===== src/design/cpd_pkg.sv =====
package cpd_pkg;

    // Largest end marker the window can hold, and largest decoded length field.
    localparam int CPD_MARKER_MAX    = 4;
    localparam int CPD_LEN_FIELD_MAX = 4;

    localparam int CPD_CFG_IDX_W = 3;

    typedef enum logic [CPD_CFG_IDX_W-1:0] {
        CFG_PREAMBLE_LEN = 3'd0,
        CFG_LENGTH_BYTES = 3'd1,
        CFG_BIG_ENDIAN   = 3'd2,
        CFG_DATETIME_LEN = 3'd3,
        CFG_MARKER_LEN   = 3'd4,
        CFG_MARKER_BYTES = 3'd5
    } cpd_cfg_idx_t;

    typedef enum logic [2:0] {
        PH_PRE  = 3'd0,
        PH_LEN  = 3'd1,
        PH_TS   = 3'd2,
        PH_PAY  = 3'd3,
        PH_TAIL = 3'd4,
        PH_SRCH = 3'd5
    } cpd_phase_t;

    localparam logic [1:0] STATUS_OK         = 2'd0;
    localparam logic [1:0] STATUS_SHORT_LEN  = 2'd1;
    localparam logic [1:0] STATUS_NO_FRAMING = 2'd2;

    typedef struct packed {
        logic [3:0]  preamble_len;
        logic [2:0]  length_bytes;
        logic        big_endian;
        logic [3:0]  datetime_len;
        logic [2:0]  marker_len;
        logic [31:0] marker_bytes;
    } cpd_cfg_t;

    typedef struct packed {
        logic [7:0] payload_byte;
        logic       last;
        logic       empty_frame;
        logic [1:0] status;
    } cpd_result_t;

    // Marker byte at position idx; positions past the packed word compare as zero.
    function automatic logic [7:0] cpd_marker_byte(input logic [31:0] bytes,
                                                   input int unsigned idx);
        logic [31:0] shifted;
        shifted = bytes >> {idx[1:0], 3'b000};
        return (idx < 4) ? shifted[7:0] : 8'd0;
    endfunction

endpackage


===== src/design/cpd_cfg_regs.sv =====
module cpd_cfg_regs
    import cpd_pkg::*;
(
    input  logic                     aclk,
    input  logic                     aresetn,
    input  logic                     wr_en,
    input  logic [CPD_CFG_IDX_W-1:0] wr_index,
    input  logic [31:0]              wr_data,
    output cpd_cfg_t                 cfg
);

    cpd_cfg_t cfg_reg;
    cpd_cfg_t cfg_next;

    always_comb begin
        cfg_next = cfg_reg;
        if (wr_en) begin
            unique case (wr_index)
                CFG_PREAMBLE_LEN: cfg_next.preamble_len = wr_data[3:0];
                CFG_LENGTH_BYTES: cfg_next.length_bytes = wr_data[2:0];
                CFG_BIG_ENDIAN:   cfg_next.big_endian   = wr_data[0];
                CFG_DATETIME_LEN: cfg_next.datetime_len = wr_data[3:0];
                CFG_MARKER_LEN:   cfg_next.marker_len   = wr_data[2:0];
                CFG_MARKER_BYTES: cfg_next.marker_bytes = wr_data;
                default:          cfg_next = cfg_reg;
            endcase
        end
    end

    always_ff @(posedge aclk) begin
        if (!aresetn) begin
            cfg_reg.preamble_len <= 4'd0;
            cfg_reg.length_bytes <= 3'd2;
            cfg_reg.big_endian   <= 1'b1;
            cfg_reg.datetime_len <= 4'd0;
            cfg_reg.marker_len   <= 3'd0;
            cfg_reg.marker_bytes <= 32'd0;
        end else begin
            cfg_reg <= cfg_next;
        end
    end

    assign cfg = cfg_reg;

endmodule


===== src/design/cpd_step.sv =====
module cpd_step
    import cpd_pkg::*;
#(
    parameter int MARKER_MAX = CPD_MARKER_MAX
) (
    input  logic        aclk,
    input  logic        aresetn,
    input  cpd_cfg_t    cfg,
    input  logic        step_en,
    input  logic [7:0]  in_byte,
    output logic        res_valid,
    output cpd_result_t res
);

    localparam int FILL_W = $clog2(MARKER_MAX + 1);

    cpd_phase_t        phase_reg, phase_next;
    logic [3:0]        bc_reg, bc_next;
    logic [31:0]       acc_reg, acc_next;
    logic [FILL_W-1:0] wf_reg, wf_next;
    logic [7:0]        win_reg  [MARKER_MAX];
    logic [7:0]        win_next [MARKER_MAX];
    logic [7:0]        win_up   [MARKER_MAX];

    logic [FILL_W-1:0] mlen;
    logic              no_frame;
    logic              pre_done;
    cpd_phase_t        hdr_phase;
    cpd_phase_t        phase_eff;
    logic [3:0]        bc_eff;
    logic [31:0]       acc_eff;
    logic [FILL_W-1:0] wf_eff;
    logic [4:0]        bc_inc;

    logic [31:0]       acc_shift;
    logic              len_done;
    logic [31:0]       len_value;
    logic              short_len;
    logic [31:0]       len_rem;
    logic              ts_done;
    logic [31:0]       acc_dec;
    logic              pay_last;
    logic              tail_done;
    logic [FILL_W-1:0] wf_clamp;
    logic              has_out;
    logic              mismatch;
    logic              match;

    // Clamp the marker length to what the window holds.
    always_comb begin
        if (int'(cfg.marker_len) > MARKER_MAX) begin
            mlen = FILL_W'(MARKER_MAX);
        end else begin
            mlen = FILL_W'(cfg.marker_len);
        end
    end

    assign no_frame  = (cfg.length_bytes == 3'd0) && (mlen == '0);
    assign pre_done  = (phase_reg == PH_PRE) && (bc_reg >= cfg.preamble_len);
    assign hdr_phase = (cfg.length_bytes != 3'd0) ? PH_LEN :
                       (cfg.datetime_len == 4'd0) ? PH_SRCH : PH_TS;

    // A finished preamble hands this byte straight to the header.
    assign phase_eff = pre_done ? hdr_phase : phase_reg;
    assign bc_eff    = pre_done ? 4'd0 : bc_reg;
    assign acc_eff   = pre_done ? 32'd0 : acc_reg;
    assign wf_eff    = pre_done ? '0 : wf_reg;
    assign bc_inc    = {1'b0, bc_eff} + 5'd1;

    // Length field assembly and decode.
    always_comb begin
        if (cfg.big_endian) begin
            acc_shift = {acc_eff[23:0], in_byte};
        end else if (bc_eff < 4'd4) begin
            acc_shift = acc_eff | (32'(in_byte) << {bc_eff[1:0], 3'b000});
        end else begin
            acc_shift = acc_eff;
        end
    end

    assign len_done  = bc_inc >= {2'b00, cfg.length_bytes};
    assign len_value = ((cfg.length_bytes == 3'd1 || cfg.length_bytes == 3'd2 ||
                         cfg.length_bytes == 3'd4) &&
                        int'(cfg.length_bytes) <= CPD_LEN_FIELD_MAX) ? acc_shift : 32'd0;
    assign short_len = len_value < 32'(cfg.datetime_len);
    assign len_rem   = len_value - 32'(cfg.datetime_len);

    assign ts_done   = bc_inc >= {1'b0, cfg.datetime_len};
    assign acc_dec   = (acc_eff != 32'd0) ? acc_eff - 32'd1 : acc_eff;
    assign pay_last  = acc_dec == 32'd0;
    assign tail_done = bc_inc >= 5'(mlen);

    // Marker window: fill from the front, then slide by one.
    assign wf_clamp = (wf_eff > mlen) ? mlen : wf_eff;
    assign has_out  = wf_clamp == mlen;

    for (genvar g = 0; g < MARKER_MAX; g++) begin : g_up
        if (g < MARKER_MAX - 1) begin : g_mid
            assign win_up[g] = win_reg[g+1];
        end else begin : g_end
            assign win_up[g] = win_reg[g];
        end
    end

    always_comb begin
        for (int k = 0; k < MARKER_MAX; k++) begin
            if (wf_clamp < mlen) begin
                win_next[k] = (FILL_W'(k) == wf_clamp) ? in_byte : win_reg[k];
            end else if (k + 1 < int'(mlen)) begin
                win_next[k] = win_up[k];
            end else if (k + 1 == int'(mlen)) begin
                win_next[k] = in_byte;
            end else begin
                win_next[k] = win_reg[k];
            end
        end
    end

    always_comb begin
        mismatch = 1'b0;
        for (int k = 0; k < MARKER_MAX; k++) begin
            if (k < int'(mlen) &&
                win_next[k] != cpd_marker_byte(cfg.marker_bytes, k)) begin
                mismatch = 1'b1;
            end
        end
    end

    // A match needs a full window, either already full or filled by this byte.
    assign match = (has_out || (wf_clamp + FILL_W'(1)) == mlen) && !mismatch;

    // Next state.
    always_comb begin
        phase_next = phase_eff;
        bc_next    = bc_eff;
        acc_next   = acc_eff;
        wf_next    = wf_eff;
        if (no_frame) begin
            phase_next = PH_PRE;
            bc_next    = 4'd0;
            acc_next   = 32'd0;
            wf_next    = '0;
        end else begin
            unique case (phase_eff)
                PH_PRE: begin
                    bc_next = bc_inc[3:0];
                    if (bc_inc >= {1'b0, cfg.preamble_len}) begin
                        phase_next = hdr_phase;
                        bc_next    = 4'd0;
                        acc_next   = 32'd0;
                        wf_next    = '0;
                    end
                end
                PH_LEN: begin
                    if (!len_done) begin
                        acc_next = acc_shift;
                        bc_next  = bc_inc[3:0];
                    end else if (short_len) begin
                        phase_next = PH_PRE;
                        bc_next    = 4'd0;
                        acc_next   = 32'd0;
                        wf_next    = '0;
                    end else begin
                        acc_next   = len_rem;
                        bc_next    = 4'd0;
                        phase_next = PH_TS;
                        if (cfg.datetime_len == 4'd0) begin
                            if (len_rem == 32'd0) begin
                                if (mlen == '0) begin
                                    phase_next = PH_PRE;
                                    acc_next   = 32'd0;
                                    wf_next    = '0;
                                end else begin
                                    phase_next = PH_TAIL;
                                end
                            end else begin
                                phase_next = PH_PAY;
                            end
                        end
                    end
                end
                PH_TS: begin
                    bc_next = bc_inc[3:0];
                    if (ts_done) begin
                        bc_next = 4'd0;
                        if (cfg.length_bytes != 3'd0) begin
                            if (acc_eff == 32'd0) begin
                                if (mlen == '0) begin
                                    phase_next = PH_PRE;
                                    wf_next    = '0;
                                end else begin
                                    phase_next = PH_TAIL;
                                end
                            end else begin
                                phase_next = PH_PAY;
                            end
                        end else begin
                            wf_next    = '0;
                            phase_next = PH_SRCH;
                        end
                    end
                end
                PH_PAY: begin
                    acc_next = acc_dec;
                    if (pay_last) begin
                        bc_next = 4'd0;
                        if (mlen == '0) begin
                            phase_next = PH_PRE;
                            wf_next    = '0;
                        end else begin
                            phase_next = PH_TAIL;
                        end
                    end
                end
                PH_TAIL: begin
                    bc_next = bc_inc[3:0];
                    if (tail_done) begin
                        phase_next = PH_PRE;
                        bc_next    = 4'd0;
                        acc_next   = 32'd0;
                        wf_next    = '0;
                    end
                end
                PH_SRCH: begin
                    if (mlen == '0 || match) begin
                        phase_next = PH_PRE;
                        bc_next    = 4'd0;
                        acc_next   = 32'd0;
                        wf_next    = '0;
                    end else begin
                        wf_next = has_out ? wf_clamp : wf_clamp + FILL_W'(1);
                    end
                end
                default: begin
                    phase_next = PH_PRE;
                    bc_next    = 4'd0;
                    acc_next   = 32'd0;
                    wf_next    = '0;
                end
            endcase
        end
    end

    // Result for this byte.
    always_comb begin
        res_valid = 1'b0;
        res       = '0;
        if (no_frame) begin
            res_valid  = 1'b1;
            res.status = STATUS_NO_FRAMING;
        end else begin
            unique case (phase_eff)
                PH_LEN: begin
                    if (len_done && short_len) begin
                        res_valid  = 1'b1;
                        res.last   = 1'b1;
                        res.status = STATUS_SHORT_LEN;
                    end else if (len_done && cfg.datetime_len == 4'd0 &&
                                 len_rem == 32'd0) begin
                        res_valid       = 1'b1;
                        res.last        = 1'b1;
                        res.empty_frame = 1'b1;
                    end
                end
                PH_TS: begin
                    if (ts_done && cfg.length_bytes != 3'd0 && acc_eff == 32'd0) begin
                        res_valid       = 1'b1;
                        res.last        = 1'b1;
                        res.empty_frame = 1'b1;
                    end
                end
                PH_PAY: begin
                    res_valid        = 1'b1;
                    res.payload_byte = in_byte;
                    res.last         = pay_last;
                end
                PH_SRCH: begin
                    if (mlen != '0 && has_out) begin
                        res_valid        = 1'b1;
                        res.payload_byte = win_reg[0];
                        res.last         = match;
                    end else if (mlen != '0 && match) begin
                        res_valid       = 1'b1;
                        res.last        = 1'b1;
                        res.empty_frame = 1'b1;
                    end
                end
                default: begin
                    res_valid = 1'b0;
                end
            endcase
        end
    end

    always_ff @(posedge aclk) begin
        if (!aresetn) begin
            phase_reg <= PH_PRE;
            bc_reg    <= 4'd0;
            acc_reg   <= 32'd0;
            wf_reg    <= '0;
        end else if (step_en) begin
            phase_reg <= phase_next;
            bc_reg    <= bc_next;
            acc_reg   <= acc_next;
            wf_reg    <= wf_next;
        end
    end

    // Window bytes are only read once filled; they need no reset.
    always_ff @(posedge aclk) begin
        if (step_en && !no_frame && phase_eff == PH_SRCH && mlen != '0) begin
            win_reg <= win_next;
        end
    end

endmodule


===== src/design/cpd_out_stage.sv =====
module cpd_out_stage
    import cpd_pkg::*;
(
    input  logic        aclk,
    input  logic        aresetn,
    input  logic        load,
    input  cpd_result_t res,
    output logic        can_load,
    output logic        m_tvalid,
    input  logic        m_tready,
    output logic [7:0]  m_tdata,
    output logic        m_tlast,
    output logic [2:0]  m_tuser
);

    logic        valid_reg, valid_next;
    cpd_result_t res_reg;

    assign can_load = !valid_reg || m_tready;

    always_comb begin
        valid_next = valid_reg;
        if (load) begin
            valid_next = 1'b1;
        end else if (m_tready) begin
            valid_next = 1'b0;
        end
    end

    always_ff @(posedge aclk) begin
        if (!aresetn) begin
            valid_reg <= 1'b0;
        end else begin
            valid_reg <= valid_next;
        end
    end

    always_ff @(posedge aclk) begin
        if (load) begin
            res_reg <= res;
        end
    end

    assign m_tvalid = valid_reg;
    assign m_tdata  = res_reg.payload_byte;
    assign m_tlast  = res_reg.last;
    assign m_tuser  = {res_reg.status, res_reg.empty_frame};

endmodule


===== src/design/configurable_packet_deframer_core.sv =====
// Channel   Direction  Request fields
// s_*       in         tdata[7:0] in_byte
// m_*       out        tdata[7:0] payload_byte, tlast last,
//                      tuser[0] empty_frame, tuser[2:1] status
// cfg_*     in         cfg_index register number, cfg_data value
//
// One byte per cycle while m_* does not stall: every byte goes through an input
// register and the header/payload/marker logic, and a byte that yields a result
// lands in the result register, from which it is taken on m_*.
// aresetn is synchronous and active low; it restores the register defaults and
// drops into the preamble phase. No memory sweep follows reset.
// A stall on m_* holds the result register; the byte in the input register then
// waits and s_tready drops in that same cycle.
module configurable_packet_deframer_core
    import cpd_pkg::*;
#(
    parameter int MARKER_MAX = CPD_MARKER_MAX
) (
    input  logic                     aclk,
    input  logic                     aresetn,

    input  logic                     s_tvalid,
    output logic                     s_tready,
    input  logic [7:0]               s_tdata,    // [7:0] in_byte

    output logic                     m_tvalid,
    input  logic                     m_tready,
    output logic [7:0]               m_tdata,    // [7:0] payload_byte
    output logic                     m_tlast,
    output logic [2:0]               m_tuser,    // [0] empty_frame, [2:1] status

    input  logic                     cfg_valid,
    output logic                     cfg_ready,
    input  logic [CPD_CFG_IDX_W-1:0] cfg_index,
    input  logic [31:0]              cfg_data
);

    cpd_cfg_t    cfg;
    logic        in_valid_reg, in_valid_next;
    logic [7:0]  in_byte_reg;
    logic        step_en;
    logic        res_valid;
    cpd_result_t res;
    logic        can_load;

    // Registers are to be written only while the stream is idle; not enforced, so always take a write.
    assign cfg_ready = 1'b1;

    cpd_cfg_regs u_cfg (
        .aclk     (aclk),
        .aresetn  (aresetn),
        .wr_en    (cfg_valid),
        .wr_index (cfg_index),
        .wr_data  (cfg_data),
        .cfg      (cfg)
    );

    // Advance the held byte whenever the result register can take its result.
    assign step_en  = in_valid_reg && can_load;
    assign s_tready = !in_valid_reg || step_en;

    always_comb begin
        in_valid_next = in_valid_reg;
        if (s_tready) begin
            in_valid_next = s_tvalid;
        end
    end

    always_ff @(posedge aclk) begin
        if (!aresetn) begin
            in_valid_reg <= 1'b0;
        end else begin
            in_valid_reg <= in_valid_next;
        end
    end

    always_ff @(posedge aclk) begin
        if (s_tvalid && s_tready) begin
            in_byte_reg <= s_tdata;
        end
    end

    cpd_step #(
        .MARKER_MAX (MARKER_MAX)
    ) u_step (
        .aclk      (aclk),
        .aresetn   (aresetn),
        .cfg       (cfg),
        .step_en   (step_en),
        .in_byte   (in_byte_reg),
        .res_valid (res_valid),
        .res       (res)
    );

    cpd_out_stage u_out (
        .aclk     (aclk),
        .aresetn  (aresetn),
        .load     (step_en && res_valid),
        .res      (res),
        .can_load (can_load),
        .m_tvalid (m_tvalid),
        .m_tready (m_tready),
        .m_tdata  (m_tdata),
        .m_tlast  (m_tlast),
        .m_tuser  (m_tuser)
    );

endmodule

===== config.mk =====
export PLATFORM = sky130hd
export DESIGN_NAME = configurable_packet_deframer_core
export DESIGN_NICKNAME = d
export VERILOG_FILES = /design/src/design/cpd_pkg.sv /design/src/design/cpd_cfg_regs.sv /design/src/design/cpd_step.sv /design/src/design/cpd_out_stage.sv /design/src/design/configurable_packet_deframer_core.sv
export SDC_FILE = /design/constraint.sdc
export NUM_CORES = 1
export LEC_CHECK = 0
export ABC_AREA = 1
export BUFFER_PORTS_ARGS = -buffer_cell sky130_fd_sc_hd__buf_2
export CAP_MARGIN = 5
export CORE_UTILIZATION = 39
export DETAILED_ROUTE_END_ITERATION = 10
export PLACE_DENSITY = 0.6
export SKIP_LAST_GASP = 1
export SYNTH_ARGS = -nofsm -noshare
export SYNTH_HDL_FRONTEND = slang
export SYNTH_SLANG_ARGS = --single-unit

===== constraint.sdc =====
create_clock -name aclk -period 11.6 [get_ports aclk]
set_input_delay 1.74 -clock aclk [delete_from_list [all_inputs] [get_ports aclk]]
set_output_delay 1.74 -clock aclk [all_outputs]
set_load 0.005 [all_outputs]

==> impl_metrics.toml, run 1 <==
[clock_tree]
path_clk_slew_ns = 0.07
clock-root-buffer = "clkbuf_16"
numClockSinks = 143
cts_resized = 0
worstSkewPairLatency_ns = 0.44
post_cts_buffers = 0
ctsHtreeMaxLevel = 4
cts_hold_buf = 0
cts_buffer_depth = 2
cts_buffers = 17
tritoncts = "yes"

[global_routing]
grt_use_total_pct = 29.35
use_met1_pct = 42.89
grt_overflow = 0
use_met2_pct = 42.63
grt_pass1_wl_um = 74130
grt_use_met3_pct = 5.503
antenna_found_initial = 0
grt_max_degree = 57
grt_pass1_vias = 12650
busiest_layer = "met1"

[finish]
fin_area_um2 = 13640
n_antenna_cell = 0
fin_cells = 2449
nNetsFinal = 2117
largest_reg_flops = 47
fillCellCount = 3338
area_growth_pct = 9.008
drive_gt1_share_pct = 10.41

[status]
status = "finished clean"

[logic_synthesis]
synth_flop_cell = "dfxtp_1"
ys_top_cells_by_area = "nand2_1 17%, dfxtp_1 15%, edfxtp_1 12%"
mappedNetlistArea_um2 = 12510
ys_warn_count = 0
ys_types = 54
yosys.area.top_type = "nand2_1"
syn_nets = 2098
synth-seq-cells = 143
synth_edf_count = 52
async_flop_share_pct = 0
seq_area_frac_synth_pct = 27.03
synth.top_cell.area_share_pct = 16.86
syn_avg_cell_area_um2 = 6.211
synthCells = 2015

[timing]
fin_crit_sh_pct = 70.04
rsz0062_at_grt = "no"
tightest_slew_ns = 1.165
clock_skew_ns = 0.01422
fmax_ghz = 0.1231
max-slew-margin-rel_pct = 22.24
fin_setup_tns_ns = 0
hold_violations = 0
final-max-slew-violation-count = 0
setup_viol_count_final = 0
period_minus_slack_ns = 8.125

[die]
num_io_pins = 63
core_area_um2 = 31560
dieArea_um2 = 32810
initial_utilization_pct = 39.66
die-width_um = 181.1
row_count = 65
die_y_um = 181.1

[run]
maxCapViolCount = 0

[pwr]
cellLeakagePower_nw = 6.623
power_frac_clock_pct = 33.6
netSwitchingFraction_pct = 39.05
combPwrFrac_pct = 32.8
intPower_w = 0.001010
ir_worst_vdd_mv = 0.1015
p_switching_w = 0.0006471
power.density_nw_per_um2 = 121.5
seqPwrFrac_pct = 33.6

[route]
ant_nets = 0
wirelength_um = 48010
wl_per_cell_um = 19.60
viasPerCell = 5.661
firstDrtPassIters = 6
drc = 0
first_iter_violations = 1639
via_count = 13870

[critical_path]
required_ns = 11.88
crit_family = "simple AND/OR/NAND/NOR gates"
path_buf_inv = 6
path_class = "flop to flop"
critical_path.max_stage_delay_ns = 0.63
crit_path_max_fanout = 47
endpoint_kind = "flop"
crit_path_start_kind = "flop"
cp_slowest_cell = "dfxtp_1"
cp_common_cell = "nand2_1"
cp.arrival_ns = 8.40

[placement]
gp_congestion = 0.9776
placed_area_um2 = 13060
post-dp-hpwl_um = 36390
dpl.cell_count = 2417
port_buffers = 61

[worst_hold_path]
hold_path_class = "flop to flop"
==> path summary, 6_finish.rpt <==
kind	startpoint	to	slack, ns	depth (start not counted)
setup / recovery	u_step.bc_reg[0]$_SDFFE_PN0P_	u_step.acc_reg[9]$_SDFFE_PN0P_	3.48	33
hold / removal	u_cfg.cfg[21]$_SDFFE_PN0P_	u_cfg.cfg[21]$_SDFFE_PN0P_	0.47	2
setup reg to reg	u_step.bc_reg[0]$_SDFFE_PN0P_	u_step.acc_reg[9]$_SDFFE_PN0P_	3.48	33
hold reg to reg	u_cfg.cfg[21]$_SDFFE_PN0P_	u_cfg.cfg[21]$_SDFFE_PN0P_	0.47	2
==> tightest hold or removal path, stage by stage (launching register included) <==
cell and delay, ns:
dfxtp_1 0.31, inv_1 0.06, a21oi_1 0.05
==> cell usage in the layout, fill, tap and decap left out, types with 8 or more instances in the layout <==
master / n
nand3b_1: 12
edfxtp_1: 52
a32o_1: 11
buf_2: 61
nand2_4: 8
ha_1: 34
xnor2_1: 15
nand3_1: 141
or2_2: 11
nor3_1: 22
inv_2: 22
nand2_1: 562
nor2_2: 12
nand4_1: 39
nor2_1: 240
nor4_1: 8
nand2_2: 23
buf_4: 16
xor2_1: 33
o21ai_0: 157
clkbuf_16: 19
o21ai_1: 15
dfxtp_1: 90
o211ai_1: 27
a21oi_1: 129
nand3_2: 14
inv_1: 195
a22oi_1: 13
==> kinds of logic after synthesis <==
kind of cell | after synthesis | synth area share [%]
AND/OR/NAND/NOR | 1108 | 39.07
AO/OA/AOI/OAI | 380 | 17.09
buffers and inverters | 300 | 9.858
flip-flops | 143 | 27.03
XOR/XNOR | 48 | 3.359
adder cells (fa/ha/maj) | 35 | 3.559
other | 1 | 0.02997
==> power by group through the flow <==
stage | sequential [W] | clock, W | combinational (W)
6_report | 0.000557 | 0.000557 | 0.000544
5_1_grt | 0.000558 | 0.000580 | 0.000599
4_1_cts | 0.000556 | 0.000565 | 0.000533
3_5_place_dp | 0.000567 | 0 | 0.000530
3_3_place_gp | 0.000567 | 0 | 0.000526
2_1_floorplan | 0.000558 | 0 | 0.000388
==> metrics by stage <==
step | total power, W | hold slack, ns | utilization, % | worst slack [ns]
6_report | 0.001657 | 0.4721 | 43.23 | 3.475
5_1_grt | 0.001737 | 0.5024 | 43.23 | 2.687
4_1_cts | 0.001654 | 0.4705 | 43.23 | 3.614
3_5_place_dp | 0.001097 | 0.4613 | 41.40 | 3.658
3_3_place_gp | 0.001093 | 0.4532 | 41.40 | 4.017
2_1_floorplan | 0.0009465 | 0.4447 | - | 5.853
==> final cells by class <==
| type | count | area [um^2] | share of cell area (%) |
|---|---|---|---|
| well taps | 402 | 503.0 | 3.687 |
| clock inverters | 10 | 72.57 | 0.5320 |
| multi-input cells | 1572 | 7913 | 58.00 |
| inverters | 223 | 837.1 | 6.136 |
| repair buffers | 77 | 425.4 | 3.118 |
| flip-flops and latches | 143 | 3385 | 24.81 |
| clock buffers | 22 | 506.7 | 3.715 |
==> synth_stat cells, types with 6 or more instances <==
library cell	instances
buf_6	9
nand2_4	8
a22oi_1	13
nand4_1	39
or2_2	11
nand3_1	141
o211ai_1	27
ha_1	34
nor2_2	11
nand2_1	562
clkinv_1	6
xor2_1	33
a32o_1	11
nor3_1	22
inv_1	195
dfxtp_1	91
clkbuf_1	48
a21oi_1	129
nand2_2	23
nor2_1	241
o21ai_0	157
nand3_2	14
nor4_1	8
o21ai_1	15
nor2_4	7
nand3b_1	12
buf_2	11
inv_2	22
edfxtp_1	52
xnor2_1	15
==> metal layers <==
layer	share of wire [%]	vias up
met2	41	641
met3	9.7	72
met4	2.7	0
li1	-	6695
met1	46	6457
met5	0	-
Note: power is estimated with default switching activity, not from simulation.
==> run 2: changes to the inputs <==
==> constraint.sdc (replaced) <==
create_clock -name aclk -period 7.95 [get_ports aclk]
set_input_delay 1.1925 -clock aclk [delete_from_list [all_inputs] [get_ports aclk]]
set_output_delay 1.1925 -clock aclk [all_outputs]
set_load 0.005 [all_outputs]
==> run 2 against run 1 <==
Net effect:
- clock skew decreased by 0.0011 ns
- non-clock buffer count increased by 1
- sequential cell count unchanged
- sequential power grew 46%
- fmax is 16% higher
- register-to-register slack worse by 2.5 ns
- hold slack worse by 0.0079 ns
==> impl_metrics.toml, run 2 (synthesis results as in run 1) <==
[clock_tree]
numClockSinks = 143
tritoncts = "yes"
cts_hold_buf = 0
cts_buffers = 17
post_cts_buffers = 0
clock-root-buffer = "clkbuf_16"
ctsHtreeMaxLevel = 4
cts_buffer_depth = 2
path_clk_slew_ns = 0.07
cts_resized = 0
worstSkewPairLatency_ns = 0.44

[route]
ant_nets = 0
wl_per_cell_um = 19.46
via_count = 14000
firstDrtPassIters = 6
first_iter_violations = 1690
viasPerCell = 5.712
drc = 0
wirelength_um = 47680

[critical_path]
path_class = "flop to flop"
endpoint_kind = "flop"
cp_slowest_cell = "dfxtp_1"
reg2reg_slack_ns = 0.95
cp_common_cell = "nand2_1"
crit_start = "u_step.bc_reg[0]$_SDFFE_PN0P_"
rr_startpoint = "u_step.bc_reg[0]$_SDFFE_PN0P_"
crit_path_max_fanout = 20
critical_path.max_stage_delay_ns = 0.63
required_ns = 8.22
crit_path_end = "u_step.acc_reg[12]$_SDFFE_PN0P_"
r2r.worst_path.cells = 29
r2r-end = "u_step.acc_reg[12]$_SDFFE_PN0P_"
cp.arrival_ns = 7.27
crit_path_start_kind = "flop"

[pwr]
power_frac_clock_pct = 32.7
combPwrFrac_pct = 33.2
netSwitchingFraction_pct = 39.64
power.density_nw_per_um2 = 175.3
intPower_w = 0.001442
p_switching_w = 0.0009470
cellLeakagePower_nw = 6.609
ir_worst_vdd_mv = 0.1519
seqPwrFrac_pct = 34.1

[timing]
fin_crit_sh_pct = 88.04
tightest_slew_ns = 1.231
setup_viol_count_final = 0
period_minus_slack_ns = 6.999
final-max-slew-violation-count = 0
max-slew-margin-rel_pct = 17.86
fin_setup_tns_ns = 0
clock_skew_ns = 0.01317
hold_violations = 0
rsz0062_at_grt = "no"
fmax_ghz = 0.1429

[die]
initial_utilization_pct = 39.66
die_y_um = 181.1
num_io_pins = 63
die-width_um = 181.1
row_count = 65
dieArea_um2 = 32810
core_area_um2 = 31560

[status]
status = "finished clean"

[placement]
placed_area_um2 = 13070
port_buffers = 61
gp_congestion = 1.008
post-dp-hpwl_um = 36150

[finish]
layout_commonest_cell = "nand2_1"
largest_reg_flops = 47
drive_gt1_share_pct = 10.35
mostFrequentLayoutCells = "562 x nand2_1, 240 x nor2_1, 195 x inv_1"
nNetsFinal = 2118
area_growth_pct = 8.888
n_antenna_cell = 0
fin_area_um2 = 13630

[run]
maxCapViolCount = 0

[global_routing]
grt_pass1_vias = 12690
antenna_found_initial = 0
grt_max_degree = 57
grt_overflow = 0
grt_use_total_pct = 29.15
grt_pass1_wl_um = 73750

[worst_hold_path]
hold_path_class = "flop to flop"
-- run 2: area by class of cell --
class / count / area (um^2)
multi-input cells: 1572 / 7913
clock buffers: 20 / 457.9
clock inverters: 12 / 98.84
well taps: 402 / 503.0
repair buffers: 78 / 432.9
flip-flops and latches: 143 / 3385
fillers: 3394 / 17930
inverters: 223 / 837.1
-- run 2: critical path, delay by kind of cell, from the launching register on --
family,cells,cell delay [ns]
xor+xnor,1,0.16
fa+ha+maj,4,1.20
compound gates,8,2.36
simple gates,13,1.98
buf+inv,3,0.47
flops,1,0.63
-- run 2: worst min-delay path by stage --
stage / depth (start not counted) / end / from / slack [ns]
floorplan: 2 / u_cfg.cfg[21]$_SDFFE_PN0P_ / u_cfg.cfg[21]$_SDFFE_PN0P_ / 0.44
global placement: 2 / u_step.acc_reg[29]$_SDFFE_PN0P_ / u_step.acc_reg[29]$_SDFFE_PN0P_ / 0.45
detailed placement: 2 / u_step.acc_reg[28]$_SDFFE_PN0P_ / u_step.acc_reg[28]$_SDFFE_PN0P_ / 0.46
CTS: 2 / u_step.acc_reg[28]$_SDFFE_PN0P_ / u_step.acc_reg[28]$_SDFFE_PN0P_ / 0.47
global route: 2 / u_step.acc_reg[21]$_SDFFE_PN0P_ / u_step.acc_reg[21]$_SDFFE_PN0P_ / 0.51
finish: 2 / u_step.acc_reg[28]$_SDFFE_PN0P_ / u_step.acc_reg[28]$_SDFFE_PN0P_ / 0.46
-- run 2: layer usage --
layer | global-route usage (%) | vias to the layer above | part of all wire, %
li1 | - | 6706 | -
met1 | 41.61 | 6461 | 45
met2 | 42.97 | 731 | 42
met3 | 6.652 | 97 | 11
met4 | 9.390 | 0 | 2.8
met5 | 0 | - | 0
-- run 2: power by group through the flow --
stage	Sequential (W)	Combinational, W	Clock [W]
2_1_floorplan	0.000815	0.000566	0
3_3_place_gp	0.000829	0.000766	0
3_5_place_dp	0.000829	0.000770	0
4_1_cts	0.000813	0.000773	0.000798
5_1_grt	0.000815	0.000870	0.000825
6_report	0.000814	0.000794	0.000781
-- run 2: stage by stage --
| step | power [W] | util (%) | hold slack (ns) | std cells | setup slack, ns |
|---|---|---|---|---|---|
| after floorplan | 0.001381 | - | 0.4447 | 2015 | 2.203 |
| after global placement | 0.001595 | 41.42 | 0.4548 | 2418 | 1.178 |
| after detailed placement | 0.001599 | 41.42 | 0.4584 | 2418 | 0.9785 |
| after CTS | 0.002383 | 43.18 | 0.4681 | 2450 | 0.9522 |
| after global routing | 0.002510 | 43.18 | 0.5055 | 2450 | 0.2568 |
| final | 0.002389 | 43.18 | 0.4642 | 2450 | 0.9507 |
